==> src/design/hfbt_ram.sv <==
module hfbt_ram #(
  parameter int WIDTH = 8,
  parameter int DEPTH = 16,
  localparam int AW = (DEPTH > 1) ? $clog2(DEPTH) : 1
) (
  input  logic             clk,
  input  logic             we,
  input  logic [AW-1:0]    waddr,
  input  logic [WIDTH-1:0] wdata,
  input  logic [AW-1:0]    raddr,
  output logic [WIDTH-1:0] rdata
);

  logic [WIDTH-1:0] mem [DEPTH];

  always_ff @(posedge clk) begin
    if (we) begin
      mem[waddr] <= wdata;
    end
    rdata <= mem[raddr];
  end

endmodule

==> config.mk <==
export PLATFORM = sky130hd
export DESIGN_NAME = hfbt_ram
export DESIGN_NICKNAME = d
export VERILOG_FILES = /design/src/design/hfbt_ram.sv
export SDC_FILE = /design/constraint.sdc
export NUM_CORES = 1
export LEC_CHECK = 0
export BUFFER_PORTS_ARGS = -buffer_cell sky130_fd_sc_hd__clkbuf_2
export CAP_MARGIN = 15
export CORE_MARGIN = 2
export CORE_UTILIZATION = 54
export CTS_BUF_LIST = sky130_fd_sc_hd__clkbuf_16
export CTS_CLUSTER_DIAMETER = 200
export DETAILED_ROUTE_END_ITERATION = 10
export PLACE_DENSITY = 0.79
export SETUP_SLACK_MARGIN = 0.5
export SLEW_MARGIN = 0
export SYNTH_ARGS = -nofsm -noshare
export SYNTH_HDL_FRONTEND = slang
export SYNTH_SLANG_ARGS = --single-unit
==> constraint.sdc <==
create_clock -name clk -period 1.65 [get_ports clk]
set_input_delay 0.0825 -clock clk [delete_from_list [all_inputs] [get_ports clk]]
set_output_delay 0.0825 -clock clk [all_outputs]
set_load 0.03 [all_outputs]
Yosys cells after proc, flatten, opt, wreduce, memory -nomap -nowiden
Memories as Yosys holds them, arrays and structs flattened. A register that Yosys moved wholly into a read port is not among the register bits.
Cells that the tools add are included.
{"block": "totals", "register_bits": 0, "latch_bits": 0, "ram_bits": 128, "mem_bits_ro": 0, "input_bits": 18, "out_inout_bits": 8, "wordCells": 3, "mem_count": 1}
{"memory": "mem", "depth": 16, "word_bits": 8, "rd": 1, "rd_ports_with_merged_regs": 1, "wr": 1, "line_no": "14", "rtl": "logic [WIDTH-1:0] mem [DEPTH];"}
{"block": "op_classes", "add_sub_neg": 0, "mul": 0, "div": 0, "magnitude_cmp": 0, "eq_ne": 0, "shift": 0, "muxes": 2, "n_bitwise": 0, "reduce_logical": 0}
{"operator": "1-bit two-way mux", "n": 2}

Longest topological paths before layout
Gate-level depths: netlist of the first run.
{"block": "depth", "word_depth": 2, "depth_mapped": 5, "ltp_nobuf": 3}

Worst setup path after synthesis of the first run
OpenSTA, ideal clock, no wires.
{"block": "synth_path", "path_type": "in2reg", "startpoint": "input port waddr[2]", "endpoint": "memory mem[0][0] (enable)", "setup_ns": 0.383, "arrival_ns": 1.192, "required_ns": 1.267, "setup_slack_ns": 0.075, "path_stages": 2, "n_path_buf": 0, "cell_sequence": "or3b_2 -> nor3_1"}
{"item": "from (decl)", "line_no": "8", "rtl": "input logic [AW-1:0] waddr,"}
{"item": "to (decl)", "line_no": "14"}
Straight into the memory's write port.

==> results of run 1 <==
[where the power goes]
part | total (mW) | switching, mW | leakage, nW | internal, mW
registers | 3.89 | 0.0289 | 1.22 | 3.86
logic | 0.434 | 0.261 | 0.561 | 0.173
clock network | 3.85 | 1.35 | 0.297 | 2.50
total | 8.17 | 1.63 | 2.08 | 6.54
[synth_stat cells]
| master | n | share of area (%) |
|---|---|---|
| nand3b_1 | 2 | 0.29 |
| or3b_2 | 1 | 0.17 |
| nand3_1 | 1 | 0.097 |
| a22oi_1 | 16 | 2.3 |
| nand2_1 | 9 | 0.66 |
| buf_4 | 1 | 0.15 |
| nor3_1 | 4 | 0.39 |
| mux4_2 | 18 | 7.9 |
| dfxtp_1 | 8 | 3.1 |
| nor2b_1 | 1 | 0.12 |
| nor2_1 | 13 | 0.95 |
| and2b_1 | 1 | 0.15 |
| clkdlybuf4s25_2 | 3 | 0.58 |
| edfxtp_1 | 128 | 75 |
| mux4_1 | 14 | 7.1 |
| and2_1 | 1 | 0.12 |
| buf_2 | 3 | 0.29 |
| nand2b_1 | 2 | 0.24 |
| buf_6 | 3 | 0.66 |
[critical path: cells and delay by family, from the launching register on]
kind            cells  cell delay [ps]
mux                 1              520
simple gates        1               90
compound gates      1              160
flops               1              400
[stage by stage]
stage	setup WS [ps]	power, mW	area, um^2	util (%)	instances
floorplan	455	4.21	5190	-	229
global placement	164	4.36	5550	60.1	394
detailed placement	135	4.38	5550	60.1	394
CTS	352	8.21	6180	66.9	426
global route	311	8.37	6190	67.0	427
finish	354	8.17	6190	67.0	427
[sequential cells by signal, indices dropped and copies added (netlist names)]
signal  cells
mem       128
rdata       8
[routing by layer]
layer | routed length [um] | global-route usage, % | vias to the layer above
met5 | 0 | 0 | -
met4 | 182 | 9.56 | 0
met3 | 828 | 4.62 | 12
met2 | 4870 | 32.1 | 116
met1 | 4160 | 31.8 | 1305
li1 | - | - | 1069
[worst min path at each step]
stage                  start   endpoint  slack [ps]  cells past startpoint
finish              wdata[5]  mem[6][5]         100                      1
global route        wdata[3]  mem[7][3]         130                      1
CTS                 wdata[5]  mem[1][5]          90                      1
detailed placement  wdata[3]  mem[5][3]         500                      1
global placement    wdata[5]  mem[6][5]         480                      1
floorplan           wdata[0]  mem[0][0]         180                      0
[timing repair]
item	4_1_cts	5_1_grt
endpoints found under the setup margin	8	8
pin swaps	2	1
gates resized for setup	13	1
[final cells by class]
cell class                      count  area, um^2
Sequential cell                   136        4000
Fill cell                         577        3050
Multi-Input combinational cell     83        1090
Clock buffer                       17         425
Timing Repair Buffer               46         320
Clock inverter                     15         184
Tap cell                          129         161
Antenna cell                        1        2.50
[kinds of logic (layout without fill, tap and decap cells)]
group	count (synthesis)	in the layout	share of synthesized area (%)
flip-flops	136	136	77.8
other	0	1	0
AND/OR/NAND/NOR	35	35	3.18
buffers and inverters	10	78	1.68
multiplexers	32	32	15.0
AO/OA/AOI/OAI	16	16	2.33
==> out/metrics.csv, run 1 <==
stage,metric,value,unit
finish,"commonest cells after routing, fill and taps aside","edfxtp_1 (128), mux4_2 (30), clkbuf_2 (25)",
clocking,CTS H-Tree Depth,4,
sta,Least-Margin Pin Slew,539,ps
sta,RSZ-0062 raised after global routing,yes,
worst_setup_path,FF-to-FF path depth,3,
job,max_cap viols,0,
sta,post-route setup TNS,0,ps
worst_setup_path,Arrival @ worst endpoint,1590,ps
clocking,clock-pin slew on the worst setup and hold paths,60,ps
finish,"commonest non-fill, non-tap cell in the layout",edfxtp_1,
clocking,Post-CTS Hold Buffers,0,
clocking,CTS Sinks,136,
worst_setup_path,worst setup path endpoint,rdata[2],
sta,Slew HR,64.0,%
grt,global-route wire length before repair,15.2,mm
worst_setup_path,Critical Path Sink Type,flop,
floorplanning,Die ar.,10300,um^2
worst_setup_path,Worst EP required,1940,ps
worst_setup_path,Worst R2R Setup Slack,350,ps
route,routed vias/inst,5.86,
route,wire per inst,23.5,um
clocking,Clock Path Buffers,2,
sta,Peak Freq,772,MHz
floorplanning,Die Height,102,um
grt,GRT Total Usage,21.7,%
clocking,Skew-Pair Late Insertion Delay,410,ps
worst_setup_path,Startpoint Class,flop,
sta,final number of hold-violating endpoints,0,
grt,largest net degree at the start of global routing,33,
worst_setup_path,critical path class,reg2reg,
worst_setup_path,Crit. Startpoint,mem[7][2],
worst_setup_path,CP cell instances,mux4_2 > a22oi_2 > nand2_1,
yosys,Yosys reg bits,136,
clocking,root buf cell,clkbuf_16,
power_and_ir_drop,leakage,2.08,nW
floorplanning,Die Span X,102,um
floorplanning,area of the core,9240,um^2
route,vias,2502,
worst_setup_path,Critical Path Fanout Max,1,
route,Pre-Repair DR Iteration Count,4,
clocking,CTS tree,done,
yosys,synthesized net count,247,
route,DRC viols,0,
floorplanning,Core Rows,35,
sta,Final Skew,8.01,ps
sta,hold slack,103,ps
worst_setup_path,critical path's largest stage delay,520,ps
yosys,Syn Area/Cell,22.5,um^2
floorplanning,Starting Density,55.7,%
grt,initial antenna violation count,1,
placement,Port Buf Inserts,25,
run_status,status,"complete, no violations",
sta,Final setup viols,0,
worst_setup_path,Worst path slowest cell,mux4_2,
route,final wirelength,10.0,mm
clocking,total setup buffers inserted after CTS,0,
route,DR iter-0 viols,217,
clocking,total CTS buffers,17,
placement,RD Place Congestion,0.809,
yosys,Cells after Synth,229,
power_and_ir_drop,Pwr Density,1320,nW/um^2
grt,grt ovf,0,
sta,period utilisation layout,78.5,%
yosys,Synth Cell Area,5150,um^2
yosys,sequential area share after synthesis,77.8,%
placement,hpwl dp,6.16,mm
finish,layout cells sized above 1,40.7,%
grt,vias in the first global route,2500,
finish,Nets,302,
floorplanning,Ports,26,
sta,min Tclk post-route,1300,ps
power_and_ir_drop,Peak VDD IR,881,uV
sta,fin. max-slew vios,0,
hold_path,HP Class,in2reg,
worst_setup_path,Reg-to-Reg Start,mem[7][2],
worst_setup_path,worst flop-to-flop path endpoint,rdata[2],
yosys,Syn. warnings,0,
finish,area growth from synthesis to layout,20.3,%
route,DRT antenna net count,0,
yosys,synth unique cells,19,
No activity file was read; power rests on OpenSTA's default activity.
==> run 2, diff against run 1 <==
Settings changed: CORE_UTILIZATION 54 to 60, PLACE_DENSITY 0.79 to 0.83.
Clock period 1.65 ns to 1.3 ns, I/O delays scaled along.
==> out/metrics.csv, run 2 (same netlist as run 1, synthesis figures left out) <==
stage,metric,value,unit
run_status,status,finished with violations,
run_status,failing checks,negative setup slack,
finish,Top reg by flops,mem,
placement,DP Cell Count,371,
floorplanning,Die ar.,9340,um^2
worst_setup_path,Critical Path Fanout Max,1,
floorplanning,Die Span X,96.6,um
clocking,total CTS buffers,17,
worst_setup_path,CP cell instances,mux4_2 > a22oi_2 > nand2_1,
sta,RSZ-0062 raised after global routing,yes,
sta,Final setup viols,1,
finish,layout cells sized above 1,49.0,%
worst_setup_path,Crit. Startpoint,mem[0][0],
worst_setup_path,Reg-to-Reg Start,mem[0][0],
floorplanning,area of the core,8260,um^2
finish,Nets,311,
worst_setup_path,Worst EP required,1580,ps
worst_setup_path,critical path's largest stage delay,480,ps
power_and_ir_drop,Pwr Density,1580,nW/um^2
grt,grt ovf,0,
placement,placed instance area,5730,um^2
clocking,root buf cell,clkbuf_16,
clocking,Post-CTS Hold Buffers,0,
sta,final number of hold-violating endpoints,0,
route,wire per inst,25.8,um
worst_setup_path,Worst R2R Setup Slack,-20,ps
sta,Peak Freq,758,MHz
power_and_ir_drop,leakage,2.19,nW
worst_setup_path,Buf/Inv on CP,0,
worst_setup_path,Critical Path Sink Type,flop,
sta,fin. max-slew vios,0,
worst_setup_path,Worst path slowest cell,mux4_2,
route,met3 routed WL,879,um
placement,Port Buf Inserts,25,
worst_setup_path,worst flop-to-flop path endpoint,rdata[0],
finish,"commonest cells after routing, fill and taps aside","edfxtp_1 (128), mux4_2 (32), clkbuf_16 (17)",
placement,hpwl dp,6.30,mm
grt,global-route wire length before repair,16.3,mm
route,top layer in use,met4,
finish,number of flip-flops in the largest register,128,
finish,Ant. Diodes,0,
worst_setup_path,Startpoint Class,flop,
clocking,Clock Path Buffers,2,
placement,RD Place Congestion,0.729,
sta,Least-Margin Pin Slew,1090,ps
floorplanning,Core Rows,33,
route,Pre-Repair DR Iteration Count,5,
power_and_ir_drop,Peak VDD IR,1090,uV
route,routed vias/inst,6.19,
finish,fin util,79.5,%
clocking,clock-pin slew on the worst setup and hold paths,60,ps
clocking,CTS Sinks,136,
route,final wirelength,10.6,mm
worst_setup_path,FF-to-FF path depth,3,
sta,period utilisation layout,102,%
floorplanning,Die Height,96.6,um
worst_setup_path,Arrival @ worst endpoint,1600,ps
floorplanning,Starting Density,62.3,%
floorplanning,Ports,26,
route,DRC viols,0,
sta,setup ws final,-19.8,ps
worst_setup_path,"CP delay by family, top",multiplexers,
sta,Slew HR,26.9,%
hold_path,HP Class,in2reg,
route,DR iter-0 viols,226,
route,met2 WL,5.62,mm
grt,GRT Total Usage,24.6,%
clocking,CTS tree,done,
finish,Largest regs,"mem (128), rdata (8)",
route,DRT antenna net count,0,
clocking,CTS H-Tree Depth,4,
sta,Final Skew,6.55,ps
worst_setup_path,worst setup path endpoint,rdata[0],
finish,fillcell total,402,
finish,Post-Layout Inst Area,6570,um^2
worst_setup_path,Levels on crit path,3,
job,max_cap viols,0,
route,DRT met1 WL,3.97,mm
finish,"commonest non-fill, non-tap cell in the layout",edfxtp_1,
sta,min Tclk post-route,1320,ps
finish,Layout Cells excl Fill,411,
finish,area growth from synthesis to layout,27.5,%
route,vias,2544,
clocking,Skew-Pair Late Insertion Delay,410,ps
grt,largest net degree at the start of global routing,18,
sta,post-route setup TNS,-19.8,ps
worst_setup_path,critical path class,reg2reg,
grt,vias in the first global route,2713,
grt,initial antenna violation count,0,
## run 2: layout make-up
class	instances	area (um^2)	area share, %
flip-flops and latches	136	4020	61.2
repair buffers	55	649	9.89
clock inverters	15	159	2.42
clock buffers	17	425	6.48
well taps	105	131	2.00
multi-input cells	83	1180	18.0
## run 2: power by group
group / switching (mW) / total, mW / internal, mW / leakage, nW
combinational: 0.365 / 0.688 / 0.323 / 0.685
clock: 1.73 / 4.71 / 2.98 / 0.285
sequential: 0.0468 / 4.96 / 4.91 / 1.22
## run 2: routing by layer
metal / track usage (%) / up-vias
met4: 8.56 / 0
met3: 7.80 / 11
met5: 0 / -
li1: - / 1091
met2: 38.8 / 128
met1: 33.0 / 1314
## run 2: per-stage QoR
stage,worst slack [ps],power [mW],hold WS (ps)
floorplan,132,5.37,164
detailed placement,-237,5.62,491
global route,-46.5,10.6,99.3
CTS,-22.1,10.4,70.4
global placement,-223,5.59,472
finish,-19.8,10.4,84.4
## run 2: how the worst min path moves through the flow
stage               cells past startpoint  slack, ps          to      from
finish                                  1         80   mem[2][2]  wdata[2]
global route                            1        100  mem[11][2]  wdata[2]
CTS                                     1         70   mem[1][2]  wdata[2]
detailed placement                      1        490  mem[14][2]  wdata[2]
global placement                        1        470   mem[0][6]  wdata[6]
floorplan                               0        160   mem[0][0]  wdata[0]
## run 2: repair_timing
item	CTS	global route
gates resized for setup	31	13
setup endpoints to repair	88	48
pin swaps	5	3
setup buffers	6	2
gates cloned	0	0
## run 2: worst reg2reg max path: cells and delay by family, from the launching register on
family / cells / cell delay [ps]
compound gates: 1 / 220
flops: 1 / 370
mux: 1 / 480
simple gates: 1 / 120
